`src/rtl/mpool_pkg.sv`:
```
// Shared constants and types for the 3x3 stride-2 max-pooling core.
package mpool_pkg;

    // Window geometry
    localparam int WINDOW = 3;
    localparam int STRIDE = 2;

    // Configuration register map
    localparam int           MAP_SIZE_W     = 7;
    localparam int           APB_ADDR_W     = 2;
    localparam int           APB_DATA_W     = 32;
    localparam logic [APB_ADDR_W-1:0] REG_MAP_SIZE = 2'd0;
    localparam logic [MAP_SIZE_W-1:0] MAP_SIZE_RESET = 7'd55;

    // Per-cycle control for each cell of the partial-max line; shift is shared by all
    typedef struct packed {
        logic shift;   // line advances by one cell
        logic head;    // this cell takes the new value rather than its neighbour's
    } t_cell_ctrl;

endpackage

```
`src/rtl/mpool_cell.sv`:
```
// One cell of the partial-maximum line: holds one column's vertical running maximum.
module mpool_cell
    import mpool_pkg::*;
#(
    parameter int DATA_WIDTH = 16
) (
    input  logic                         i_clk,
    input  t_cell_ctrl                   i_ctrl,
    input  logic signed [DATA_WIDTH-1:0] i_left,
    input  logic signed [DATA_WIDTH-1:0] i_new,
    output logic signed [DATA_WIDTH-1:0] o_value
);

    logic signed [DATA_WIDTH-1:0] r_value;
    logic signed [DATA_WIDTH-1:0] n_value;

    always_comb begin
        n_value = i_ctrl.head ? i_new : i_left;
    end

    // payload only, no reset
    always_ff @(posedge i_clk) begin
        if (i_ctrl.shift) begin
            r_value <= n_value;
        end
    end

    assign o_value = r_value;

endmodule

```
`src/rtl/mpool_line.sv`:
```
// Chain of partial-maximum cells; the insertion point follows the output count per row.
module mpool_line
    import mpool_pkg::*;
#(
    parameter int DATA_WIDTH = 16,
    parameter int OUT_MAX    = 31,
    localparam int OW        = $clog2(OUT_MAX + 1)
) (
    input  logic                         i_clk,
    input  logic                         i_shift,
    input  logic [OW-1:0]                i_outs,
    input  logic signed [DATA_WIDTH-1:0] i_new,
    output logic signed [DATA_WIDTH-1:0] o_tail
);

    logic signed [DATA_WIDTH-1:0] w_val [OUT_MAX];

    for (genvar k = 0; k < OUT_MAX; k++) begin : g_cell
        t_cell_ctrl                   w_ctrl;
        logic signed [DATA_WIDTH-1:0] w_left;

        // head sits outs cells from the tail, so an entry returns after one row
        assign w_ctrl.shift = i_shift;
        assign w_ctrl.head  = (32'(i_outs) == 32'(OUT_MAX - k));

        if (k == 0) begin : g_first
            assign w_left = i_new;
        end else begin : g_rest
            assign w_left = w_val[k-1];
        end

        mpool_cell #(
            .DATA_WIDTH (DATA_WIDTH)
        ) u_cell (
            .i_clk   (i_clk),
            .i_ctrl  (w_ctrl),
            .i_left  (w_left),
            .i_new   (i_new),
            .o_value (w_val[k])
        );
    end

    assign o_tail = w_val[OUT_MAX-1];

endmodule

```
`src/rtl/max_pool_3x3_stride2_core.sv`:
```
// Top level of the streaming 3x3 stride-2 max-pooling core with APB size register.
//
//  channel | valid       | ready       | payload
//  --------+-------------+-------------+------------------------------------
//  input   | i_in_valid  | o_in_ready  | i_pixel_value
//  output  | o_out_valid | i_out_ready | o_pooled_value, o_plane_last
//  config  | psel/penable/pwrite (APB) | pready=1 | paddr, pwdata, prdata
//
// One input request is taken per cycle while o_in_ready is high; its window result,
// if any, is registered into the output register, or into the skid entry behind it.
// A two-entry output buffer (main register plus skid) keeps input flowing while
// a result waits; o_in_ready drops only when both entries are full.
// Synchronous active-low reset clears counters, hold and buffer valids and sets
// map_size to 55. The partial-maximum line has no reset: row 0 of every plane
// writes each column before any read.
// Writing map_size restarts the plane at row 0, column 0.
module max_pool_3x3_stride2_core
    import mpool_pkg::*;
#(
    parameter int MAX_SIZE   = 64,
    parameter int DATA_WIDTH = 16
) (
    input  logic                         i_clk,
    input  logic                         i_rst_n,
    // input stream
    input  logic                         i_in_valid,
    output logic                         o_in_ready,
    input  logic signed [DATA_WIDTH-1:0] i_pixel_value,
    // result stream
    output logic                         o_out_valid,
    input  logic                         i_out_ready,
    output logic signed [DATA_WIDTH-1:0] o_pooled_value,
    output logic                         o_plane_last,
    // APB configuration
    input  logic                         psel,
    input  logic                         penable,
    input  logic                         pwrite,
    input  logic [APB_ADDR_W-1:0]        paddr,
    input  logic [APB_DATA_W-1:0]        pwdata,
    output logic [APB_DATA_W-1:0]        prdata,
    output logic                         pready
);

    localparam int OUT_MAX = (MAX_SIZE - WINDOW) / STRIDE + 1;
    localparam int CW      = $clog2(MAX_SIZE);       // column / row index
    localparam int SW      = $clog2(MAX_SIZE + 1);   // clamped side length
    localparam int OW      = $clog2(OUT_MAX + 1);    // outputs per side

    // ---------------------------------------------------------------
    // Configuration
    // ---------------------------------------------------------------
    logic [MAP_SIZE_W-1:0] r_map_size;
    logic                  w_cfg_wr;

    assign pready   = 1'b1;
    assign w_cfg_wr = psel && penable && pwrite && pready && (paddr == REG_MAP_SIZE);

    always_comb begin
        prdata = '0;
        if (paddr == REG_MAP_SIZE) begin
            prdata = APB_DATA_W'(r_map_size);
        end
    end

    always_ff @(posedge i_clk) begin
        if (!i_rst_n) begin
            r_map_size <= MAP_SIZE_RESET;
        end else if (w_cfg_wr) begin
            r_map_size <= pwdata[MAP_SIZE_W-1:0];
        end
    end

    // clamp the side to [3, MAX_SIZE]
    logic [SW-1:0] w_size;
    logic [SW-1:0] w_last_pos;  // row/col of the final window's right/bottom edge
    logic [OW-1:0] w_outs;

    always_comb begin
        if (32'(r_map_size) < 32'(WINDOW)) begin
            w_size = SW'(WINDOW);
        end else if (32'(r_map_size) > 32'(MAX_SIZE)) begin
            w_size = SW'(MAX_SIZE);
        end else begin
            w_size = SW'(r_map_size);
        end
    end

    // outs = (size-1)/2; last window edge = 2*outs
    assign w_outs     = OW'((w_size - SW'(1)) >> 1);
    assign w_last_pos = (w_size - SW'(1)) & ~SW'(1);

    // ---------------------------------------------------------------
    // Scan position and horizontal maximum
    // ---------------------------------------------------------------
    logic [CW-1:0]                r_col;
    logic [CW-1:0]                r_row;
    logic signed [DATA_WIDTH-1:0] r_hold;
    logic [CW-1:0]                n_col;
    logic [CW-1:0]                n_row;
    logic signed [DATA_WIDTH-1:0] n_hold;

    logic                         w_accept;
    logic                         w_col_end;
    logic                         w_row_end;
    logic                         w_event;     // even column past 0: one window row done
    logic signed [DATA_WIDTH-1:0] w_hmax;
    logic signed [DATA_WIDTH-1:0] w_tail;
    logic signed [DATA_WIDTH-1:0] w_line_new;
    logic signed [DATA_WIDTH-1:0] w_res_data;
    logic                         w_res_last;
    logic                         w_produce;

    assign w_accept  = i_in_valid && o_in_ready;
    assign w_col_end = (SW'(r_col) == w_size - SW'(1));
    assign w_row_end = (SW'(r_row) == w_size - SW'(1));
    assign w_event   = w_accept && !r_col[0] && (r_col != '0);
    assign w_hmax    = (r_hold > i_pixel_value) ? r_hold : i_pixel_value;

    always_comb begin
        n_col = r_col;
        n_row = r_row;
        if (w_col_end) begin
            n_col = '0;
            n_row = w_row_end ? '0 : r_row + CW'(1);
        end else begin
            n_col = r_col + CW'(1);
        end

        if (r_col == '0) begin
            n_hold = i_pixel_value;
        end else if (r_col[0]) begin
            n_hold = w_hmax;
        end else begin
            n_hold = i_pixel_value;   // shared column starts the next window row
        end
    end

    // vertical update: row 0 seeds, odd rows fold in, even rows close windows and reseed
    always_comb begin
        w_line_new = w_hmax;
        w_produce  = 1'b0;
        w_res_data = (w_tail > w_hmax) ? w_tail : w_hmax;
        w_res_last = (SW'(r_row) == w_last_pos) && (SW'(r_col) == w_last_pos);
        if (r_row == '0) begin
            w_line_new = w_hmax;
        end else if (r_row[0]) begin
            w_line_new = (w_hmax > w_tail) ? w_hmax : w_tail;
        end else begin
            w_line_new = w_hmax;
            w_produce  = w_event;
        end
    end

    always_ff @(posedge i_clk) begin
        if (!i_rst_n || w_cfg_wr) begin
            r_col  <= '0;
            r_row  <= '0;
            r_hold <= '0;
        end else if (w_accept) begin
            r_col  <= n_col;
            r_row  <= n_row;
            r_hold <= n_hold;
        end
    end

    mpool_line #(
        .DATA_WIDTH (DATA_WIDTH),
        .OUT_MAX    (OUT_MAX)
    ) u_line (
        .i_clk   (i_clk),
        .i_shift (w_event),
        .i_outs  (w_outs),
        .i_new   (w_line_new),
        .o_tail  (w_tail)
    );

    // ---------------------------------------------------------------
    // Output register plus skid entry
    // ---------------------------------------------------------------
    logic                         r_out_valid;
    logic signed [DATA_WIDTH-1:0] r_out_data;
    logic                         r_out_last;
    logic                         r_skid_valid;
    logic signed [DATA_WIDTH-1:0] r_skid_data;
    logic                         r_skid_last;
    logic                         w_pop;

    assign w_pop      = r_out_valid && i_out_ready;
    assign o_in_ready = !r_skid_valid;

    always_ff @(posedge i_clk) begin
        if (!i_rst_n) begin
            r_out_valid  <= 1'b0;
            r_skid_valid <= 1'b0;
        end else if (w_pop) begin
            if (r_skid_valid) begin
                r_out_valid  <= 1'b1;
                r_skid_valid <= 1'b0;
                r_out_data   <= r_skid_data;
                r_out_last   <= r_skid_last;
            end else begin
                r_out_valid <= w_produce;
                r_out_data  <= w_res_data;
                r_out_last  <= w_res_last;
            end
        end else if (w_produce) begin
            if (!r_out_valid) begin
                r_out_valid <= 1'b1;
                r_out_data  <= w_res_data;
                r_out_last  <= w_res_last;
            end else begin
                r_skid_valid <= 1'b1;
                r_skid_data  <= w_res_data;
                r_skid_last  <= w_res_last;
            end
        end
    end

    assign o_out_valid    = r_out_valid;
    assign o_pooled_value = r_out_data;
    assign o_plane_last   = r_out_last;

`ifndef SYNTHESIS
    // skid only fills behind a held main entry
    a_skid_behind_main : assert property (@(posedge i_clk) disable iff (!i_rst_n)
        r_skid_valid |-> r_out_valid)
        else $error("skid entry valid with empty output register");

    // scan position stays inside the plane
    a_pos_in_plane : assert property (@(posedge i_clk) disable iff (!i_rst_n)
        (SW'(r_col) < w_size) && (SW'(r_row) < w_size))
        else $error("scan position outside plane");

    // a stalled full buffer must not lose its main entry
    a_full_holds : assert property (@(posedge i_clk) disable iff (!i_rst_n)
        (r_skid_valid && !i_out_ready) |=> (r_out_valid && r_skid_valid))
        else $error("output buffer dropped a request while stalled");
`endif

endmodule

```
`config.mk`:
```
export PLATFORM = sky130hd
export DESIGN_NAME = max_pool_3x3_stride2_core
export DESIGN_NICKNAME = d
export VERILOG_FILES = /design/src/rtl/mpool_pkg.sv /design/src/rtl/mpool_cell.sv /design/src/rtl/mpool_line.sv /design/src/rtl/max_pool_3x3_stride2_core.sv
export SDC_FILE = /design/constraint.sdc
export NUM_CORES = 1
export LEC_CHECK = 0
export BUFFER_PORTS_ARGS = -buffer_cell sky130_fd_sc_hd__buf_2
export CORE_MARGIN = 2
export CORE_UTILIZATION = 37
export DETAILED_ROUTE_END_ITERATION = 10
export GPL_TIMING_DRIVEN = 1
export MAX_ROUTING_LAYER = met4
export PLACE_DENSITY_LB_ADDON = 0.3
export SETUP_SLACK_MARGIN = 0.2
export SYNTH_ARGS = -nofsm -noshare
export SYNTH_HDL_FRONTEND = slang
export SYNTH_SLANG_ARGS = --single-unit
```
`constraint.sdc`:
```
create_clock -name i_clk -period 17 [get_ports i_clk]
set_input_delay 3.4 -clock i_clk [delete_from_list [all_inputs] [get_ports i_clk]]
set_output_delay 3.4 -clock i_clk [all_outputs]
set_load 0.01 [all_outputs]
```
==> results of run 1 <==
-- area by class of cell --
type	instances	area (um2)
clock buffer	79	1560
clock inverter	30	228
fill	6427	39500
inverter	65	251
multi-input combinational	1479	7760
sequential	567	16700
tap	873	1090
timing repair buffer	81	478
-- sequential cells by signal, indices dropped and copies added, names as in the netlist --
signal,flops
r_map_size,7
r_skid_valid,1
r_skid_data,16
r_col,6
u_line.g_cell.u_cell.o_value,496
o_pooled_value,16
r_row,6
r_skid_last,1
r_hold,16
o_plane_last,1
o_out_valid,1
-- power breakdown --
part	total [W]	internal (W)	leakage, nW	switching, W
sequential	0.00166	0.00164	5.17	0.0000247
clock	0.00121	0.000675	0.871	0.000533
combinational	0.000295	0.0000850	4.60	0.000210
total	0.00316	0.00240	10.6	0.000767
-- layer usage --
layer / global-route usage, % / share of wire [%]
met1: 17.7 / 44
met2: 24.7 / 50
met3: 2.16 / 3.3
met4: 4.83 / 2.5
met5: - / 0
-- Yosys cell counts, types with 29 or more instances --
cell                       instances  area [um2]
sky130_fd_sc_hd__nand2_1         552        2070
sky130_fd_sc_hd__edfxtp_1        530       15900
sky130_fd_sc_hd__o21ai_0         474        2370
sky130_fd_sc_hd__clkbuf_1        118         443
sky130_fd_sc_hd__inv_1            65         244
sky130_fd_sc_hd__nor2_1           62         233
sky130_fd_sc_hd__a21oi_1          48         240
sky130_fd_sc_hd__buf_2            39         195
sky130_fd_sc_hd__dfxtp_1          37         741
sky130_fd_sc_hd__ha_1             37         463
sky130_fd_sc_hd__buf_4            29         218
sky130_fd_sc_hd__o21ai_1          29         145
-- metrics by stage --
step	std cells	total power, W	area [um2]	setup slack (ps)
after global routing	3174	0.00330	28000	7690
after floorplan	2313	0.00194	25400	2730
final	3174	0.00316	28000	8080
after global placement	3065	0.00198	26200	7540
after detailed placement	3065	0.00199	26200	7450
after CTS	3174	0.00320	28000	8120
-- layout by cell type, fill, tap and decap left out, types with 4 or more instances in the layout --
| cell type | n |
|---|---|
| sky130_fd_sc_hd__a21oi_1 | 47 |
| sky130_fd_sc_hd__a31oi_1 | 13 |
| sky130_fd_sc_hd__and2_1 | 12 |
| sky130_fd_sc_hd__and3_1 | 10 |
| sky130_fd_sc_hd__and4_1 | 8 |
| sky130_fd_sc_hd__buf_2 | 57 |
| sky130_fd_sc_hd__buf_4 | 23 |
| sky130_fd_sc_hd__clkbuf_1 | 18 |
| sky130_fd_sc_hd__clkbuf_16 | 58 |
| sky130_fd_sc_hd__clkinv_1 | 17 |
| sky130_fd_sc_hd__clkinv_2 | 6 |
| sky130_fd_sc_hd__conb_1 | 26 |
| sky130_fd_sc_hd__dfxtp_1 | 37 |
| sky130_fd_sc_hd__edfxtp_1 | 530 |
| sky130_fd_sc_hd__ha_1 | 37 |
| sky130_fd_sc_hd__inv_1 | 64 |
| sky130_fd_sc_hd__mux2_2 | 8 |
| sky130_fd_sc_hd__mux2i_1 | 23 |
| sky130_fd_sc_hd__nand2_1 | 552 |
| sky130_fd_sc_hd__nand2b_1 | 4 |
| sky130_fd_sc_hd__nand3_1 | 27 |
| sky130_fd_sc_hd__nand4_1 | 11 |
| sky130_fd_sc_hd__nor2_1 | 62 |
| sky130_fd_sc_hd__nor2b_1 | 9 |
| sky130_fd_sc_hd__nor3_1 | 19 |
| sky130_fd_sc_hd__nor4_1 | 5 |
| sky130_fd_sc_hd__o211ai_1 | 19 |
| sky130_fd_sc_hd__o21a_1 | 8 |
| sky130_fd_sc_hd__o21ai_0 | 474 |
| sky130_fd_sc_hd__o21ai_1 | 29 |
| sky130_fd_sc_hd__o31ai_4 | 17 |
| sky130_fd_sc_hd__xnor2_1 | 9 |
| sky130_fd_sc_hd__xor2_1 | 7 |
-- worst max-delay path by stage --
stage,startpoint,to,slack [ps],depth (start not counted)
floorplan,i_in_valid,u_line.g_cell[0].u_cell.o_value[0]$_DFFE_PP_,2730,4
CTS,i_pixel_value[15],u_line.g_cell[2].u_cell.o_value[12]$_DFFE_PP_,8120,19
global route,i_pixel_value[15],u_line.g_cell[15].u_cell.o_value[12]$_DFFE_PP_,7690,19
detailed placement,i_pixel_value[15],u_line.g_cell[2].u_cell.o_value[12]$_DFFE_PP_,7450,19
finish,i_pixel_value[15],u_line.g_cell[7].u_cell.o_value[7]$_DFFE_PP_,8080,19
global placement,i_pixel_value[15],u_line.g_cell[17].u_cell.o_value[6]$_DFFE_PP_,7540,19
-- critical path, cell delays in order --
cell and delay, ps:
sky130_fd_sc_hd__buf_2 140, sky130_fd_sc_hd__inv_1 80, sky130_fd_sc_hd__ha_1 400, sky130_fd_sc_hd__and4_1 220, sky130_fd_sc_hd__a31oi_1 220, sky130_fd_sc_hd__a21boi_2 300
sky130_fd_sc_hd__nand4_2 720, sky130_fd_sc_hd__a21oi_1 600, sky130_fd_sc_hd__nor2_1 150, sky130_fd_sc_hd__inv_1 90, sky130_fd_sc_hd__ha_1 250, sky130_fd_sc_hd__and4_1 220
sky130_fd_sc_hd__a221oi_1 280, sky130_fd_sc_hd__o21ai_0 240, sky130_fd_sc_hd__o31ai_4 790, sky130_fd_sc_hd__o21a_4 580, sky130_fd_sc_hd__o31ai_4 110, sky130_fd_sc_hd__buf_4 250
sky130_fd_sc_hd__o21ai_0 230
-- kinds of logic (layout without fill, tap and decap cells) --
| kind of cell | Yosys count | in the layout | synth area share (%) |
|---|---|---|---|
| AND/OR/NAND/NOR | 733 | 733 | 12.0 |
| AO/OA/AOI/OAI | 636 | 636 | 13.9 |
| flip-flops | 567 | 567 | 65.7 |
| buffers and inverters | 267 | 255 | 4.69 |
| adder cells (fa/ha/maj) | 37 | 37 | 1.83 |
| multiplexers | 31 | 31 | 1.26 |
| XOR/XNOR | 16 | 16 | 0.553 |
| other | 2 | 26 | 0.0296 |
==> results_tabular.tex, run 1 <==
\begin{tabular}{lr}
\hline
Metric & Value \\
\hline
\multicolumn{2}{l}{\textbf{Power}} \\
Leakage & 10.6 nW \\
Power density over the cells & 113 mW/mm2 \\
Worst vdd ir & 76.1 uV \\
\multicolumn{2}{l}{\textbf{Placed design}} \\
Detail Placement HPWL & 31200 um \\
IO buf count & 57 \\
Placer Congestion & 0.847 \\
\multicolumn{2}{l}{\textbf{Die}} \\
Number of placed I/O pins & 109 \\
Core area & 0.0675 mm2 \\
Overall die height & 266 um \\
Starting density of the core & 37.5\% \\
Die outline area & 0.0706 mm2 \\
Row cnt & 95 \\
Width of the chip & 266 um \\
\multicolumn{2}{l}{\textbf{Hold path}} \\
Hold path cells & 2 \\
Startpoint of the most critical hold path & u\_line.g\_cell[3].u\_cell.o\_value[15]\$\_DFFE\_PP\_ \\
Worst hold-check path type & reg2reg \\
Worst hold path endpoint & u\_line.g\_cell[4].u\_cell.o\_value[15]\$\_DFFE\_PP\_ \\
\multicolumn{2}{l}{\textbf{Detailed routing}} \\
Residual antenna-violating net count after detailed routing & 0 \\
DRT Wirelength & 50200 um \\
Number of iterations in the first detailed-routing pass & 5 \\
Vias per cell & 5.14 \\
Routed wire per std cell & 15.8 um \\
Starting DRT DRC Count & 1381 \\
Remaining design rule violation count & 0 \\
Via count & 16303 \\
\multicolumn{2}{l}{\textbf{STA}} \\
Highest clock rate & 0.112 GHz \\
Final worst hold slack & 506 ps \\
Setup repair after global routing missed its margin & no \\
Final slew viol count & 0 \\
Min cycle time layout & 8920 ps \\
Share of the cycle needed by the critical path after routing & 52.5\% \\
Total Negative Setup Slacks & 0 ps \\
Number of setup violations in the final report & 0 \\
Slew HR & 12.5\% \\
Layout Skew & 20.0 ps \\
Final hold viol count & 0 \\
Slew @ Worst Pin & 1310 ps \\
\multicolumn{2}{l}{\textbf{Clock network}} \\
Number of buffers created by CTS & 58 \\
Setup repair bufs after CTS & 0 \\
Buffer levels on the longest clock path & 3 \\
Post-cts repair resize count & 0 \\
Clock sink total & 567 \\
Hold buffer count at cts & 0 \\
Clock tree from TritonCTS & yes \\
Clock slew seen by the registers of the worst setup and hold paths & 60 ps \\
Worst-skew pair later-pin latency & 630 ps \\
H-tree depth & 2 \\
Root buffer cell & sky130\_fd\_sc\_hd\_\_clkbuf\_16 \\
\multicolumn{2}{l}{\textbf{Finish}} \\
Ratio of cells with drive above 1 in the final layout & 8.47\% \\
Area added between synthesis and finish & 10.5\% \\
Post-layout utilization of the core & 41.5\% \\
Diodes inserted & 0 \\
Final nets & 2346 \\
\multicolumn{2}{l}{\textbf{Synthesis}} \\
Sequential element share of the synthesized area & 65.7\% \\
Synthesis Warnings & 0 \\
Most frequently used flop master after synthesis & sky130\_fd\_sc\_hd\_\_edfxtp\_1 \\
Mapped Area & 0.0253 mm2 \\
Count of distinct cell types in the synthesized netlist & 68 \\
Avg Synthesized Cell Area & 11.1 um2 \\
FFs w/ async S/R, synth & 0\% \\
Number of synthesized flops with an enable pin & 530 \\
Synth Instances & 2289 \\
Number of register bits inferred by synthesis & 567 \\
\multicolumn{2}{l}{\textbf{Setup path}} \\
Startpoint of the worst register-to-register path & r\_hold[15]\$\_SDFFE\_PP0P\_ \\
Worst Path Arrival & 9360 ps \\
Top fanout value on the critical path & 33 \\
Capture instance of the worst register-to-register path & u\_line.g\_cell[7].u\_cell.o\_value[7]\$\_DFFE\_PP\_ \\
WP data required & 17430 ps \\
Endpoint kind of the worst setup timing path & flip-flop \\
Reg2Reg Setup Slack & 10720 ps \\
Worst Reg2Reg Path Length in Cells & 17 \\
Worst setup path category & in2reg \\
Kind of launch point of the worst setup path & primary input \\
\multicolumn{2}{l}{\textbf{Global routing}} \\
Overall track demand over capacity in global routing & 14.5\% \\
Initial antenna violation count & 0 \\
Aggregate global routing overflow & 0 \\
Largest net degree at the start of global routing & 205 \\
Wire length of the first global-routing pass & 82200 um \\
Vias in the first global route & 15743 \\
\multicolumn{2}{l}{\textbf{Status}} \\
Run status & finished, final reports clean \\
\multicolumn{2}{l}{\textbf{Run}} \\
Max capacitance violation total & 0 \\
\hline
\end{tabular}
Power figures use the tool's default switching activity.
==> run 2: changes to the inputs <==
==> constraint.sdc (replaced) <==
create_clock -name i_clk -period 8.4 [get_ports i_clk]
set_input_delay 1.68 -clock i_clk [delete_from_list [all_inputs] [get_ports i_clk]]
set_output_delay 1.68 -clock i_clk [all_outputs]
set_load 0.01 [all_outputs]
==> run 2 against run 1 <==
Non-clock buffer count is 2 higher. Total power is 100% higher. Sequential cell count stayed put. Highest routed layer unchanged. Final cell count hardly changed.
==> results_tabular.tex, run 2 (synthesis results as in run 1) <==
\begin{tabular}{lr}
\hline
Metric & Value \\
\hline
\multicolumn{2}{l}{\textbf{Global routing}} \\
Largest net degree at the start of global routing & 208 (was 205) \\
GR Util met1 & 18.3\% (was 17.7\%) \\
Most utilized layer in the global route result & met2 (unchanged) \\
Vias in the first global route & 16016 (was 15743) \\
Initial antenna violation count & 1 (was 0) \\
Wire length of the first global-routing pass & 84400 um (was 82200 um) \\
Met2 Track Usage GR & 25.6\% (was 24.7\%) \\
Met3 layer usage reported by global route & 2.26\% (was 2.16\%) \\
Aggregate global routing overflow & 0 (unchanged) \\
Overall track demand over capacity in global routing & 15.0\% (was 14.5\%) \\
\multicolumn{2}{l}{\textbf{Die}} \\
Row cnt & 95 (unchanged) \\
Starting density of the core & 37.5\% (unchanged) \\
Number of placed I/O pins & 109 (unchanged) \\
Core area & 0.0675 mm2 (unchanged) \\
Die outline area & 0.0706 mm2 (unchanged) \\
Width of the chip & 266 um (unchanged) \\
Overall die height & 266 um (unchanged) \\
\multicolumn{2}{l}{\textbf{Clock network}} \\
Number of buffers created by CTS & 58 (unchanged) \\
Setup repair bufs after CTS & 0 (unchanged) \\
Clock slew seen by the registers of the worst setup and hold paths & 60 ps (about the same) \\
Clock sink total & 567 (unchanged) \\
Worst-skew pair later-pin latency & 630 ps (about the same) \\
H-tree depth & 2 (unchanged) \\
Post-cts repair resize count & 0 (unchanged) \\
Hold buffer count at cts & 0 (unchanged) \\
Clock tree from TritonCTS & yes (unchanged) \\
Buffer levels on the longest clock path & 3 (unchanged) \\
Root buffer cell & sky130\_fd\_sc\_hd\_\_clkbuf\_16 (unchanged) \\
\multicolumn{2}{l}{\textbf{Finish}} \\
Area added between synthesis and finish & 10.8\% (was 10.5\%) \\
Diodes inserted & 0 (unchanged) \\
Final nets & 2348 (was 2346) \\
Commonest cells after routing, fill and taps aside & sky130\_fd\_sc\_hd\_\_nand2\_1 (552), sky130\_fd\_sc\_hd\_\_edfxtp\_1 (530), sky130\_fd\_sc\_hd\_\_o21ai\_0 (474) (unchanged) \\
Ratio of cells with drive above 1 in the final layout & 8.86\% (was 8.47\%) \\
Number of filler instances in the final layout & 6407 (was 6427) \\
Most common cell after layout, fill and taps aside & sky130\_fd\_sc\_hd\_\_nand2\_1 (unchanged) \\
Post-Layout Inst Area & 0.0281 mm2 (was 0.0280 mm2) \\
Number of flip-flops under the largest register name & 496 (unchanged) \\
\multicolumn{2}{l}{\textbf{Power}} \\
Power density over the cells & 228 mW/mm2 (was 113 mW/mm2) \\
Worst vdd ir & 153 uV (was 76.1 uV) \\
Leakage & 10.6 nW (about the same) \\
\multicolumn{2}{l}{\textbf{STA}} \\
Slew HR & 14.3\% (was 12.5\%) \\
Min cycle time layout & 6520 ps \\
Final hold viol count & 0 (unchanged) \\
Number of setup violations in the final report & 0 (unchanged) \\
Share of the cycle needed by the critical path after routing & 77.7\% \\
Highest clock rate & 0.153 GHz \\
Layout Skew & 23.7 ps (was 20.0 ps) \\
Final slew viol count & 0 (unchanged) \\
Slew @ Worst Pin & 1280 ps (was 1310 ps) \\
Setup repair after global routing missed its margin & no (unchanged) \\
Fin worst setup slack & 1880 ps (was 8080 ps) \\
\multicolumn{2}{l}{\textbf{Setup path}} \\
WP data required & 8720 ps (was 17430 ps) \\
Top fanout value on the critical path & 31 (was 33) \\
Worst Path Arrival & 6840 ps (was 9360 ps) \\
Worst setup path category & in2reg (unchanged) \\
Reg2Reg Setup Slack & 2830 ps (was 10720 ps) \\
Endpoint kind of the worst setup timing path & flip-flop (unchanged) \\
Kind of launch point of the worst setup path & primary input (unchanged) \\
\multicolumn{2}{l}{\textbf{Detailed routing}} \\
Remaining design rule violation count & 0 (unchanged) \\
DRT Wirelength & 51900 um (was 50200 um) \\
Via count & 16414 (was 16303) \\
Vias per cell & 5.17 (was 5.14) \\
Starting DRT DRC Count & 1144 (was 1381) \\
Residual antenna-violating net count after detailed routing & 0 (unchanged) \\
Routed wire per std cell & 16.3 um (was 15.8 um) \\
Number of iterations in the first detailed-routing pass & 8 (was 5) \\
\multicolumn{2}{l}{\textbf{Placed design}} \\
Placer Congestion & 0.847 (about the same) \\
Post-placement setup slack & 1300 ps (was 7450 ps) \\
Detail Placement HPWL & 31800 um (was 31200 um) \\
IO buf count & 57 (unchanged) \\
Instance area after placement & 0.0263 mm2 (was 0.0262 mm2) \\
\multicolumn{2}{l}{\textbf{Status}} \\
Run status & finished, final reports clean (unchanged) \\
\multicolumn{2}{l}{\textbf{Run}} \\
Max capacitance violation total & 0 (unchanged) \\
\multicolumn{2}{l}{\textbf{Hold path}} \\
Worst hold-check path type & reg2reg (unchanged) \\
\hline
\end{tabular}
[run 2: cell count changes in the layout (fill, tap and decap cells not counted), moves of 2 or more]
cell                         delta
sky130_fd_sc_hd__buf_12         +2
sky130_fd_sc_hd__clkbuf_8       -3
sky130_fd_sc_hd__clkinv_1       -6
sky130_fd_sc_hd__clkinv_2       +5
sky130_fd_sc_hd__clkinvlp_4     +4
sky130_fd_sc_hd__inv_16         -2
[run 2: metrics by stage]
| stage | utilization, % | instances | hold WS [ps] | total power [W] | setup TNS (ps) |
|---|---|---|---|---|---|
| global placement | 38.9 | 3067 | 498 | 0.00402 | 0 |
| finish | 41.6 | 3175 | 505 | 0.00641 | 0 |
| floorplan | - | 2313 | 484 | 0.00389 | -732000 |
| CTS | 41.6 | 3175 | 505 | 0.00649 | 0 |
| detailed placement | 38.9 | 3067 | 507 | 0.00404 | 0 |
| global route | 41.6 | 3175 | 533 | 0.00668 | 0 |
[run 2: area by class of cell]
type	count	area [um2]	share of cell area, %
sequential	567	16700	59.3
clock buffer	75	1520	5.39
tap	873	1090	3.89
timing repair buffer	83	518	1.84
clock inverter	33	289	1.03
inverter	65	248	0.882
multi-input combinational	1479	7770	27.7
[run 2: layer usage]
metal	wire [um]	up-vias
met3	2030	85
met4	1300	0
li1	-	8044
met5	0	-
met1	22400	7988
met2	26100	297
[run 2: worst max-delay path, cell delays in order]
cell and delay, ps:
sky130_fd_sc_hd__buf_2 140, sky130_fd_sc_hd__inv_1 80, sky130_fd_sc_hd__ha_1 420, sky130_fd_sc_hd__and4_1 250
sky130_fd_sc_hd__nand2_1 70, sky130_fd_sc_hd__a2111o_1 450, sky130_fd_sc_hd__a311oi_4 540, sky130_fd_sc_hd__o21a_1 330
sky130_fd_sc_hd__nor2_1 100, sky130_fd_sc_hd__inv_1 80, sky130_fd_sc_hd__ha_1 260, sky130_fd_sc_hd__and4_1 180
sky130_fd_sc_hd__a221oi_1 290, sky130_fd_sc_hd__o21ai_0 260, sky130_fd_sc_hd__o31ai_4 580, sky130_fd_sc_hd__buf_4 280
sky130_fd_sc_hd__o211ai_1 140, sky130_fd_sc_hd__o31ai_4 100, sky130_fd_sc_hd__buf_4 410, sky130_fd_sc_hd__o21ai_0 170
[run 2: report_power, final]
part	total [W]	switching [W]	internal (W)
clock	0.00244	0.00107	0.00137
combinational	0.000615	0.000437	0.000178
sequential	0.00336	0.0000487	0.00331
[run 2: worst paths after layout]
kind	startpoint	end	depth (start not counted)
worst max-delay path	i_pixel_value[15]	u_line.g_cell[9].u_cell.o_value[6]$_DFFE_PP_	20
worst min register to register	u_line.g_cell[18].u_cell.o_value[12]$_DFFE_PP_	u_line.g_cell[19].u_cell.o_value[12]$_DFFE_PP_	2
worst max register to register	r_hold[15]$_SDFFE_PP0P_	u_line.g_cell[9].u_cell.o_value[6]$_DFFE_PP_	18
worst min-delay path	u_line.g_cell[18].u_cell.o_value[12]$_DFFE_PP_	u_line.g_cell[19].u_cell.o_value[12]$_DFFE_PP_	2
